$ cat src/hdl/assert_macros.svh
// Assertion macros shared by the stream find-and-replace RTL.
`ifndef ASSERT_MACROS_SVH
`define ASSERT_MACROS_SVH

// Same-cycle implication, checked on the rising edge of clock outside reset.
`define SFR_ASSERT_IMP(lbl, ante, cons, msg) \
   lbl: assert property (@(posedge clock) disable iff (reset) (ante) |-> (cons)) \
      else $error(msg);

// Next-cycle implication, checked on the rising edge of clock outside reset.
`define SFR_ASSERT_NXT(lbl, ante, cons, msg) \
   lbl: assert property (@(posedge clock) disable iff (reset) (ante) |=> (cons)) \
      else $error(msg);

`endif

$ cat src/hdl/sfr_pkg.sv
// Types, constants and helpers shared by the stream find-and-replace block.
package sfr_pkg;

   localparam int WIN             = 8;
   localparam int MAX_PATTERN     = 8;
   localparam int MAX_REPLACEMENT = 8;
   localparam int LEN_W           = $clog2(WIN + 1);
   localparam int IDX_W           = $clog2(WIN);
   localparam int CNT_W           = 16;
   localparam int BYTE_W          = 8;
   localparam int CSR_IDX_W       = 3;
   localparam int CSR_DATA_W      = 64;

   localparam int PLEN_CAP_I = (MAX_PATTERN < WIN) ? MAX_PATTERN : WIN;
   localparam int RLEN_CAP_I = (MAX_REPLACEMENT < WIN) ? MAX_REPLACEMENT : WIN;
   localparam logic [LEN_W-1:0] PLEN_CAP = LEN_W'(PLEN_CAP_I);
   localparam logic [LEN_W-1:0] RLEN_CAP = LEN_W'(RLEN_CAP_I);

   // Configuration register indexes.
   localparam logic [CSR_IDX_W-1:0] CSR_PATTERN_BYTES      = 3'd0;
   localparam logic [CSR_IDX_W-1:0] CSR_PATTERN_LENGTH     = 3'd1;
   localparam logic [CSR_IDX_W-1:0] CSR_REPLACEMENT_BYTES  = 3'd2;
   localparam logic [CSR_IDX_W-1:0] CSR_REPLACEMENT_LENGTH = 3'd3;
   localparam logic [CSR_IDX_W-1:0] CSR_REPLACE_ALL        = 3'd4;

   typedef struct packed {
      logic [BYTE_W-1:0] in_byte;
      logic              byte_present;
      logic              end_of_string;
   } req_payload_type;

   typedef struct packed {
      logic [BYTE_W-1:0] out_byte;
      logic              out_valid;
      logic              last;
      logic [CNT_W-1:0]  match_count;
   } rsp_payload_type;

   typedef enum logic [2:0] {
      ST_IDLE,
      ST_POP,
      ST_REPL,
      ST_FLUSH,
      ST_MARK
   } ctrl_state_type;

   // Controller to datapath.
   typedef struct packed {
      logic             accept;
      logic             pop;
      logic             repl;
      logic [IDX_W-1:0] repl_idx;
      logic             marker;
      logic             last;
      logic             clear;
   } dp_cmd_type;

   // Datapath to controller.
   typedef struct packed {
      logic             req_eos;
      logic             dec_match;
      logic [1:0]       dec_npop;
      logic [LEN_W-1:0] dec_fill;
      logic [LEN_W-1:0] fill;
      logic [LEN_W-1:0] rlen;
      logic             out_free;
   } dp_status_type;

   // Clamp a programmed length to the window and to the given limit.
   function automatic logic [LEN_W-1:0] cap_len(input logic [LEN_W-1:0] len,
                                               input logic [LEN_W-1:0] limit);
      logic [LEN_W-1:0] v;
      v = len;
      if (v > LEN_W'(WIN)) v = LEN_W'(WIN);
      if (v > limit) v = limit;
      return v;
   endfunction

endpackage

$ cat src/hdl/sfr_if.sv
// Valid/ready stream interfaces for the request and response channels.
interface sfr_req_if;
   import sfr_pkg::*;
   logic            valid;
   logic            ready;
   req_payload_type data;
   modport source (output valid, output data, input ready);
   modport sink (input valid, input data, output ready);
endinterface

interface sfr_rsp_if;
   import sfr_pkg::*;
   logic            valid;
   logic            ready;
   rsp_payload_type data;
   modport source (output valid, output data, input ready);
   modport sink (input valid, input data, output ready);
endinterface

$ cat src/hdl/sfr_ctrl.sv
// Controller state machine that sequences acceptance and result emission.
module sfr_ctrl (
   input  logic                  clock,
   input  logic                  reset,
   input  logic                  req_valid,
   output logic                  req_ready,
   input  sfr_pkg::dp_status_type status,
   output sfr_pkg::dp_cmd_type    cmd
);
   import sfr_pkg::*;

   ctrl_state_type   state_ff, state_in;
   logic [IDX_W-1:0] cnt_ff, cnt_in;
   logic             eos_ff, eos_in;
   logic             repl_final;

   always_ff @(posedge clock) begin
      if (reset) begin
         state_ff <= ST_IDLE;
         cnt_ff   <= '0;
         eos_ff   <= 1'b0;
      end else begin
         state_ff <= state_in;
         cnt_ff   <= cnt_in;
         eos_ff   <= eos_in;
      end
   end

   assign repl_final = ({1'b0, cnt_ff} + LEN_W'(1)) == status.rlen;

   always_comb begin
      state_in  = state_ff;
      cnt_in    = cnt_ff;
      eos_in    = eos_ff;
      req_ready = 1'b0;
      cmd       = '0;
      case (state_ff)
         ST_IDLE: begin
            req_ready = 1'b1;
            if (req_valid) begin
               cmd.accept = 1'b1;
               eos_in     = status.req_eos;
               cnt_in     = '0;
               if (status.dec_match) begin
                  if (status.rlen != '0) state_in = ST_REPL;
                  else if (status.req_eos) state_in = ST_MARK;
               end else if (status.req_eos) begin
                  state_in = (status.dec_fill != '0) ? ST_FLUSH : ST_MARK;
               end else if (status.dec_npop != 2'd0) begin
                  cnt_in   = IDX_W'(status.dec_npop);
                  state_in = ST_POP;
               end
            end
         end
         ST_POP: begin
            if (status.out_free) begin
               cmd.pop = 1'b1;
               if (cnt_ff == IDX_W'(1)) state_in = ST_IDLE;
               else cnt_in = cnt_ff - IDX_W'(1);
            end
         end
         ST_REPL: begin
            if (status.out_free) begin
               cmd.repl     = 1'b1;
               cmd.repl_idx = cnt_ff;
               cmd.last     = eos_ff && repl_final;
               cmd.clear    = eos_ff && repl_final;
               if (repl_final) state_in = ST_IDLE;
               else cnt_in = cnt_ff + IDX_W'(1);
            end
         end
         ST_FLUSH: begin
            if (status.out_free) begin
               cmd.pop   = 1'b1;
               cmd.last  = (status.fill == LEN_W'(1));
               cmd.clear = (status.fill == LEN_W'(1));
               if (status.fill == LEN_W'(1)) state_in = ST_IDLE;
            end
         end
         ST_MARK: begin
            if (status.out_free) begin
               cmd.marker = 1'b1;
               cmd.last   = 1'b1;
               cmd.clear  = 1'b1;
               state_in   = ST_IDLE;
            end
         end
         default: begin
            state_in = ST_IDLE;
         end
      endcase
   end

endmodule

$ cat src/hdl/sfr_dpath.sv
// Datapath: configuration, match window, counters and the result register.
module sfr_dpath (
   input  logic                                  clock,
   input  logic                                  reset,
   input  logic                                  csr_we,
   input  logic [sfr_pkg::CSR_IDX_W-1:0]         csr_index,
   input  logic [sfr_pkg::CSR_DATA_W-1:0]        csr_wdata,
   input  sfr_pkg::req_payload_type              req_data,
   input  sfr_pkg::dp_cmd_type                   cmd,
   output sfr_pkg::dp_status_type                status,
   output logic                                  rsp_valid,
   output sfr_pkg::rsp_payload_type              rsp_data,
   input  logic                                  rsp_ready
);
   import sfr_pkg::*;

   logic [WIN*BYTE_W-1:0] pat_ff, rep_ff;
   logic [LEN_W-1:0]      plen_raw_ff, rlen_raw_ff;
   logic                  all_ff;

   logic [BYTE_W-1:0]     win_ff [WIN];
   logic [BYTE_W-1:0]     win_in [WIN];
   logic [BYTE_W-1:0]     win_app [WIN];
   logic [LEN_W-1:0]      fill_ff, fill_in;
   logic                  first_ff, first_in;
   logic [CNT_W-1:0]      count_ff, count_in;
   logic                  rsp_valid_ff, rsp_valid_in;
   rsp_payload_type       rsp_data_ff, rsp_data_in;

   logic [LEN_W-1:0]      plen, rlen, fill_app, keep, diff;
   logic                  has_room, case_a, full_b, cmp_ok, match;
   logic [1:0]            npop;

   // Configuration registers.
   always_ff @(posedge clock) begin
      if (reset) begin
         pat_ff      <= '0;
         plen_raw_ff <= '0;
         rep_ff      <= '0;
         rlen_raw_ff <= '0;
         all_ff      <= 1'b1;
      end else if (csr_we) begin
         case (csr_index)
            CSR_PATTERN_BYTES:      pat_ff      <= csr_wdata;
            CSR_PATTERN_LENGTH:     plen_raw_ff <= csr_wdata[LEN_W-1:0];
            CSR_REPLACEMENT_BYTES:  rep_ff      <= csr_wdata;
            CSR_REPLACEMENT_LENGTH: rlen_raw_ff <= csr_wdata[LEN_W-1:0];
            CSR_REPLACE_ALL:        all_ff      <= csr_wdata[0];
            default: ;
         endcase
      end
   end

   assign plen = cap_len(plen_raw_ff, PLEN_CAP);
   assign rlen = cap_len(rlen_raw_ff, RLEN_CAP);

   // Decision for the byte being offered.
   always_comb begin
      has_room = fill_ff < LEN_W'(WIN);
      fill_app = fill_ff + LEN_W'(has_room);
      for (int i = 0; i < WIN; i++) begin
         win_app[i] = (has_room && fill_ff[IDX_W-1:0] == IDX_W'(i)) ?
                      req_data.in_byte : win_ff[i];
      end
      case_a = (plen == '0) || (fill_ff >= plen);
      keep   = (plen == '0) ? '0 : plen - LEN_W'(1);
      diff   = (fill_app > keep) ? fill_app - keep : '0;
      full_b = (fill_app == plen);
      cmp_ok = 1'b1;
      for (int i = 0; i < WIN; i++) begin
         if (LEN_W'(i) < plen && win_app[i] != pat_ff[BYTE_W*i +: BYTE_W]) cmp_ok = 1'b0;
      end
      match = req_data.byte_present && !case_a && full_b && cmp_ok &&
              (all_ff || !first_ff);
      if (!req_data.byte_present) npop = 2'd0;
      else if (case_a) npop = (diff > LEN_W'(2)) ? 2'd2 : diff[1:0];
      else if (full_b && !match) npop = 2'd1;
      else npop = 2'd0;
   end

   assign status.req_eos   = req_data.end_of_string;
   assign status.dec_match = match;
   assign status.dec_npop  = npop;
   assign status.dec_fill  = match ? '0 : (req_data.byte_present ? fill_app : fill_ff);
   assign status.fill      = fill_ff;
   assign status.rlen      = rlen;
   assign status.out_free  = !rsp_valid_ff || rsp_ready;

   // Window, fill, first-match flag and replacement count.
   always_comb begin
      win_in   = win_ff;
      fill_in  = fill_ff;
      first_in = first_ff;
      count_in = count_ff;
      if (cmd.accept && req_data.byte_present) begin
         win_in  = win_app;
         fill_in = match ? '0 : fill_app;
         if (match) begin
            first_in = 1'b1;
            if (count_ff != '1) count_in = count_ff + CNT_W'(1);
         end
      end
      if (cmd.pop) begin
         for (int i = 0; i < WIN - 1; i++) win_in[i] = win_ff[i+1];
         win_in[WIN-1] = '0;
         fill_in       = fill_ff - LEN_W'(1);
      end
      if (cmd.clear) begin
         fill_in  = '0;
         first_in = 1'b0;
         count_in = '0;
      end
   end

   always_ff @(posedge clock) begin
      win_ff <= win_in;
   end

   always_ff @(posedge clock) begin
      if (reset) begin
         fill_ff  <= '0;
         first_ff <= 1'b0;
         count_ff <= '0;
      end else begin
         fill_ff  <= fill_in;
         first_ff <= first_in;
         count_ff <= count_in;
      end
   end

   // Result register.
   always_comb begin
      rsp_valid_in = rsp_valid_ff;
      rsp_data_in  = rsp_data_ff;
      if (cmd.pop || cmd.repl || cmd.marker) begin
         rsp_valid_in            = 1'b1;
         rsp_data_in.out_valid   = !cmd.marker;
         rsp_data_in.last        = cmd.last;
         rsp_data_in.match_count = count_ff;
         if (cmd.pop) rsp_data_in.out_byte = win_ff[0];
         else if (cmd.repl) rsp_data_in.out_byte = rep_ff[BYTE_W*cmd.repl_idx +: BYTE_W];
         else rsp_data_in.out_byte = '0;
      end else if (rsp_ready) begin
         rsp_valid_in = 1'b0;
      end
   end

   always_ff @(posedge clock) begin
      if (reset) rsp_valid_ff <= 1'b0;
      else rsp_valid_ff <= rsp_valid_in;
   end

   always_ff @(posedge clock) begin
      rsp_data_ff <= rsp_data_in;
   end

   assign rsp_valid = rsp_valid_ff;
   assign rsp_data  = rsp_data_ff;

endmodule

$ cat src/hdl/stream_find_replace.sv
// Top level of the streaming find-and-replace block.
// This block copies a byte string from the request channel to the response channel,
// replacing leftmost, non-overlapping occurrences of a pattern of up to eight bytes
// with a replacement of up to eight bytes (zero deletes the match), either every
// occurrence or only the first one per string, as set by the configuration registers.
// A request carrying end_of_string flushes the held bytes, marks the final response
// with last (a bare marker with out_valid low if there is nothing to send) and reports
// the saturating replacement count in match_count. The block takes a request, then
// emits the results it causes, one per cycle while the consumer takes them, through a
// single output register, and takes the next request once the last of them is loaded
// into that register. A byte that only enters the match window causes no result, one
// that slides the window one or two, and a replacement or an end-of-string flush up to
// eight. Configuration writes are taken at any time but belong between strings.
module stream_find_replace (
   input  logic                           clock,
   input  logic                           reset,
   sfr_req_if.sink                        req_ch,
   sfr_rsp_if.source                      rsp_ch,
   input  logic                           csr_we,
   input  logic [sfr_pkg::CSR_IDX_W-1:0]  csr_index,
   input  logic [sfr_pkg::CSR_DATA_W-1:0] csr_wdata
);
   import sfr_pkg::*;

   dp_cmd_type    dp_cmd;
   dp_status_type dp_status;

   // The controller decides when a transfer is accepted and which result goes next.
   sfr_ctrl u_ctrl (
      .clock     (clock),
      .reset     (reset),
      .req_valid (req_ch.valid),
      .req_ready (req_ch.ready),
      .status    (dp_status),
      .cmd       (dp_cmd)
   );

   // The datapath holds the registers, the window compare and the output register.
   sfr_dpath u_dpath (
      .clock     (clock),
      .reset     (reset),
      .csr_we    (csr_we),
      .csr_index (csr_index),
      .csr_wdata (csr_wdata),
      .req_data  (req_ch.data),
      .cmd       (dp_cmd),
      .status    (dp_status),
      .rsp_valid (rsp_ch.valid),
      .rsp_data  (rsp_ch.data),
      .rsp_ready (rsp_ch.ready)
   );

`include "assert_macros.svh"

   // An end-of-string request always yields at least one result, so input holds off.
   `SFR_ASSERT_NXT(a_eos_holds_input, req_ch.valid && req_ch.ready && req_ch.data.end_of_string, !req_ch.ready, "input taken right after an end-of-string transfer")
   // A bare end marker is always the final result of its string.
   `SFR_ASSERT_IMP(a_marker_is_last, rsp_ch.valid && !rsp_ch.data.out_valid, rsp_ch.data.last, "bare marker without last")
   // The controller only loads a result when the output register can take it.
   `SFR_ASSERT_IMP(a_emit_when_free, dp_cmd.pop || dp_cmd.repl || dp_cmd.marker, dp_status.out_free, "result loaded over a pending transfer")
   // The window never holds more bytes than it has places.
   `SFR_ASSERT_IMP(a_fill_bounded, 1'b1, dp_status.fill <= LEN_W'(WIN), "window fill out of range")

endmodule
$ cat src/flat_wrapper.sv
// flat-port wrapper written by rule: the top's interface ports become plain ports
module stream_find_replace_flat import sfr_pkg::*;
  (clock, reset, csr_we, csr_index, csr_wdata, req_ch_valid, req_ch_data, req_ch_ready, rsp_ch_valid, rsp_ch_data, rsp_ch_ready);
  sfr_req_if req_ch_i ();
  sfr_rsp_if rsp_ch_i ();
  input  logic clock;
  input  logic reset;
  input  logic csr_we;
  input  logic [sfr_pkg::CSR_IDX_W-1:0] csr_index;
  input  logic [sfr_pkg::CSR_DATA_W-1:0] csr_wdata;
  input wire logic [$bits(req_ch_i.valid)-1:0] req_ch_valid;
  input wire logic [$bits(req_ch_i.data)-1:0] req_ch_data;
  output wire logic [$bits(req_ch_i.ready)-1:0] req_ch_ready;
  output wire logic [$bits(rsp_ch_i.valid)-1:0] rsp_ch_valid;
  output wire logic [$bits(rsp_ch_i.data)-1:0] rsp_ch_data;
  input wire logic [$bits(rsp_ch_i.ready)-1:0] rsp_ch_ready;
  assign req_ch_i.valid = req_ch_valid;
  assign req_ch_i.data = req_ch_data;
  assign req_ch_ready = req_ch_i.ready;
  assign rsp_ch_valid = rsp_ch_i.valid;
  assign rsp_ch_data = rsp_ch_i.data;
  assign rsp_ch_i.ready = rsp_ch_ready;
  stream_find_replace u_core (.clock(clock), .reset(reset), .req_ch(req_ch_i), .rsp_ch(rsp_ch_i), .csr_we(csr_we), .csr_index(csr_index), .csr_wdata(csr_wdata));
endmodule
$ cat config.mk
export PLATFORM = sky130hd
export DESIGN_NAME = stream_find_replace_flat
export DESIGN_NICKNAME = d
export VERILOG_FILES = /design/src/hdl/sfr_pkg.sv /design/src/hdl/sfr_if.sv /design/src/hdl/sfr_ctrl.sv /design/src/hdl/sfr_dpath.sv /design/src/hdl/stream_find_replace.sv /design/src/flat_wrapper.sv
export VERILOG_INCLUDE_DIRS = /design/src /design/src/hdl
export SDC_FILE = /design/constraint.sdc
export NUM_CORES = 1
export LEC_CHECK = 0
export ABC_AREA = 1
export BUFFER_PORTS_ARGS = -buffer_cell sky130_fd_sc_hd__buf_4
export CAP_MARGIN = 10
export CORE_MARGIN = 2
export CORE_UTILIZATION = 35
export DETAILED_ROUTE_END_ITERATION = 8
export PLACE_DENSITY = 0.61
export SKIP_LAST_GASP = 1
export SYNTH_ARGS = -nofsm -noshare
export SYNTH_HDL_FRONTEND = slang
export SYNTH_SLANG_ARGS = --single-unit
$ cat constraint.sdc
create_clock -name clock -period 8.7 [get_ports clock]
set_input_delay 1.74 -clock clock [delete_from_list [all_inputs] [get_ports clock]]
set_output_delay 1.74 -clock clock [all_outputs]
set_load 0.02 [all_outputs]
==> results.ini <==
[outcome]
status = completed

[routing]
ant_nets = 0
wirelength_um = 44810
avgViaCountPerCell = 5.208
num_vias = 12860
drc_errors = 0
drt_iter0_drc = 1179
first_pass_iters = 8
wl_per_cell_um = 18.15

[worst_setup_path]
critPathLaunchType = flip-flop
worst_path_largest_cell_delay_ps = 810
path_class = flip-flop to flip-flop
critical-path-top-delay-family = simple AND/OR/NAND/NOR gates
crit_path_max_fanout = 29
critical_path_depth = 17
cp.arrival_ps = 4470
worstPathRequired_ps = 9180
crit_chain = nor2_4 > nand2_2 > o21ai_0 > nand2_1 > nand2_1 > nand2_1 > nor2_1 > nand2_1 > nand2_1 > nand2_1 > nor2_2 > nand2_2 > inv_2 > nand3_4 > clkinv_2 > nand3_1 > a21oi_1
cpMaxStageDelayCell = nor2_4
worst-path-buf-inv = 2
endpoint_kind = flip-flop
critPathMostFrequentCell = nand2_1
worstRegToRegCells = 17

[floorplan]
chipHeight_um = 199.2
die_w_um = 199.2
num_io_pins = 110
die_area_mm2 = 0.03966
fp-row-count = 71
start_util_pct = 35.47
core_mm2 = 0.03758

[sta]
timing.final.crit_share_pct = 45.93
min_period_ps = 3996
maxSlewHeadroom_pct = 24.85
hold_violations = 0
worst_clock_skew_ps = 36.14
setup_violations = 0
grt_setup_unrepaired = false
slew_viol_final = 0
fmax_ghz = 0.2502
fin_setup_tns_ps = 0
worst_pin_slew_ps = 1127

[final_layout]
drive_gt1_share_pct = 10.27
n_antenna_cell = 0
syn_to_final_growth_pct = 16.44
fin_area_mm2 = 0.01552
final_util_pct = 41.31
final_nets = 2037

[place]
dp_hpwl_um = 32530
gp_congestion = 0.9120
postPlaceCellArea_mm2 = 0.01451
io_buffer_count = 109

[clock_tree]
clockRootBuffer = clkbuf_16
clock_path_buffers = 3
htree_levels = 1
cts_hold_buf = 0
cts_tree = done
clk_pin_slew_ps = 60
clk_latency_ps = 580
numCtsBuffers = 29
cts_resized = 0
cts_num_sinks = 256
cts_setup_buffers = 0

[power_and_ir_drop]
ir_drop_uv = 157.0
switchingPower_mw = 1.763
power_frac_seq_pct = 35.9
p_leak_nw = 6.636
power.density_mw_per_mm2 = 292.1
p_int_mw = 2.771
p_comb_share_pct = 35.6
switching_share_pct = 38.88
clkPwrFrac_pct = 28.5

[global_routing]
grt_pass1_wl_um = 69430
grt.total_usage_pct = 22.59
grt_max_degree = 83
grt_pass1_vias = 12100
overflow = 0
antenna_found_initial = 0

[synth]
ys_warn_count = 0
syn_area_mm2 = 0.01333
avgSynthCellArea_um2 = 7.148
synth_cell_types = 43
synth_nets = 1967
ys_seq_area_share_pct = 44.60
ys_ff_latch = 256
synth_cells = 1865

[run]
max_cap_violations = 0

[worst_hold_path]
min-delay-path-class = flip-flop to flip-flop
min_delay_path_depth = 2

==> through the flow <==
step	power, mW	hold WS (ps)	setup WS (ps)	std cells
final	4.533	468.6	4704	2469
after global routing	4.817	486.4	4333	2469
after CTS	4.533	469.4	4793	2469
after detailed placement	3.237	460.5	4292	2415
after global placement	3.219	455.6	4309	2415
after floorplan	2.752	428.0	4197	1865
==> state kept, by name, summed over array words and instances (netlist names) <==
name,cells
u_core.u_dpath.all_ff,1
u_core.u_dpath.rsp_data,26
u_core.u_dpath.rlen_raw_ff,4
u_core.u_ctrl.eos_ff,1
u_core.u_dpath.first_ff,1
u_core.u_dpath.win_ff,64
u_core.u_dpath.plen_raw_ff,4
u_core.u_dpath.rsp_valid,1
u_core.u_ctrl.cnt_ff,3
u_core.u_ctrl.state_ff,3
u_core.u_dpath.count_ff,16
u_core.u_dpath.fill_ff,4
u_core.u_dpath.pat_ff,64
u_core.u_dpath.rep_ff,64
==> worst paths after layout <==
check / from / endpoint / slack [ps]
max: u_core.u_dpath.fill_ff[2] / u_core.u_dpath.count_ff[3] / 4700
min: u_core.u_dpath.rlen_raw_ff[1] / u_core.u_dpath.rlen_raw_ff[1] / 470
max reg2reg: u_core.u_dpath.fill_ff[2] / u_core.u_dpath.count_ff[3] / 4700
min reg2reg: u_core.u_dpath.rlen_raw_ff[1] / u_core.u_dpath.rlen_raw_ff[1] / 470
==> cell type report <==
type	instances	area, um^2
clock buffers	40	848.3
clock inverters	14	167.7
fillers	3857	22050
inverters	215	808.3
multi-input cells	1315	6227
flip-flops and latches	256	5946
well taps	511	639.4
repair buffers	118	885.9
==> power by group through the flow <==
stage | sequential, mW | clock (mW) | combinational, mW
global route | 1.65 | 1.37 | 1.80
global placement | 1.64 | 0 | 1.57
floorplan | 1.66 | 0 | 1.09
detailed placement | 1.65 | 0 | 1.59
finish | 1.63 | 1.29 | 1.61
CTS | 1.63 | 1.31 | 1.60
==> synthesized netlist by cell type (all sizes together) <==
cell type | number | area, um^2
dfxtp | 174 | 3483
o2111ai | 2 | 17.52
nand2 | 476 | 1799
a21oi | 102 | 510.5
a22oi | 14 | 105.1
xor2 | 14 | 122.6
clkbuf | 62 | 232.7
clkinv | 4 | 16.26
inv | 211 | 792.0
nand3 | 140 | 748.2
nand4 | 11 | 68.82
and3 | 1 | 6.260
nand3b | 5 | 37.54
o21bai | 1 | 7.510
o211ai | 9 | 67.56
o31ai | 1 | 7.510
o21ai | 214 | 1071
a211oi | 1 | 7.510
nor2 | 221 | 854.6
a32o | 1 | 10.01
a31oi | 8 | 50.05
edfxtp | 82 | 2462
o22ai | 49 | 306.5
fa | 1 | 20.02
nor3 | 12 | 60.06
xnor2 | 6 | 52.55
conb | 1 | 3.750
buf | 17 | 133.9
or2 | 3 | 18.77
ha | 19 | 237.7
nor4 | 3 | 18.77
==> placed cells by master (no fill, tap or decap), types with 7 or more instances in the layout <==
cell,n
a21oi_1,102
a22oi_1,14
a31oi_1,8
buf_4,118
clkbuf_16,30
dfxtp_1,174
edfxtp_1,82
ha_1,19
inv_1,205
nand2_1,468
nand2_2,7
nand3_1,132
nand3_2,7
nand4_1,11
nor2_1,213
nor2_2,7
nor3_1,11
o211ai_1,9
o21ai_0,212
o22ai_1,49
xor2_1,14
==> logic make-up after synthesis <==
logic type / Yosys count / share of synthesized area, %
DFF: 256 / 44.60
xor gates and xnor gates: 20 / 1.314
other: 1 / 0.02813
buffers and inverters: 294 / 8.813
and+or+nand+nor: 872 / 27.10
AOI/OAI and AO/OA: 402 / 16.21
adders and majority gates: 20 / 1.934
==> tightest hold or removal path, cell delays in order, from the launching register on <==
cell and delay, ps:
dfxtp_1 320, inv_1 50, a21oi_1 50
==> layer usage <==
metal  GRT usage (%)  vias up  wire length [um]
met5               0        -                 0
met4           9.397        0              1956
met3           3.342       84              3732
met2           35.68      512             19800
met1           30.85     5969             19320
li1                -     6293                 -
Note: power is estimated with default switching activity, not from simulation.
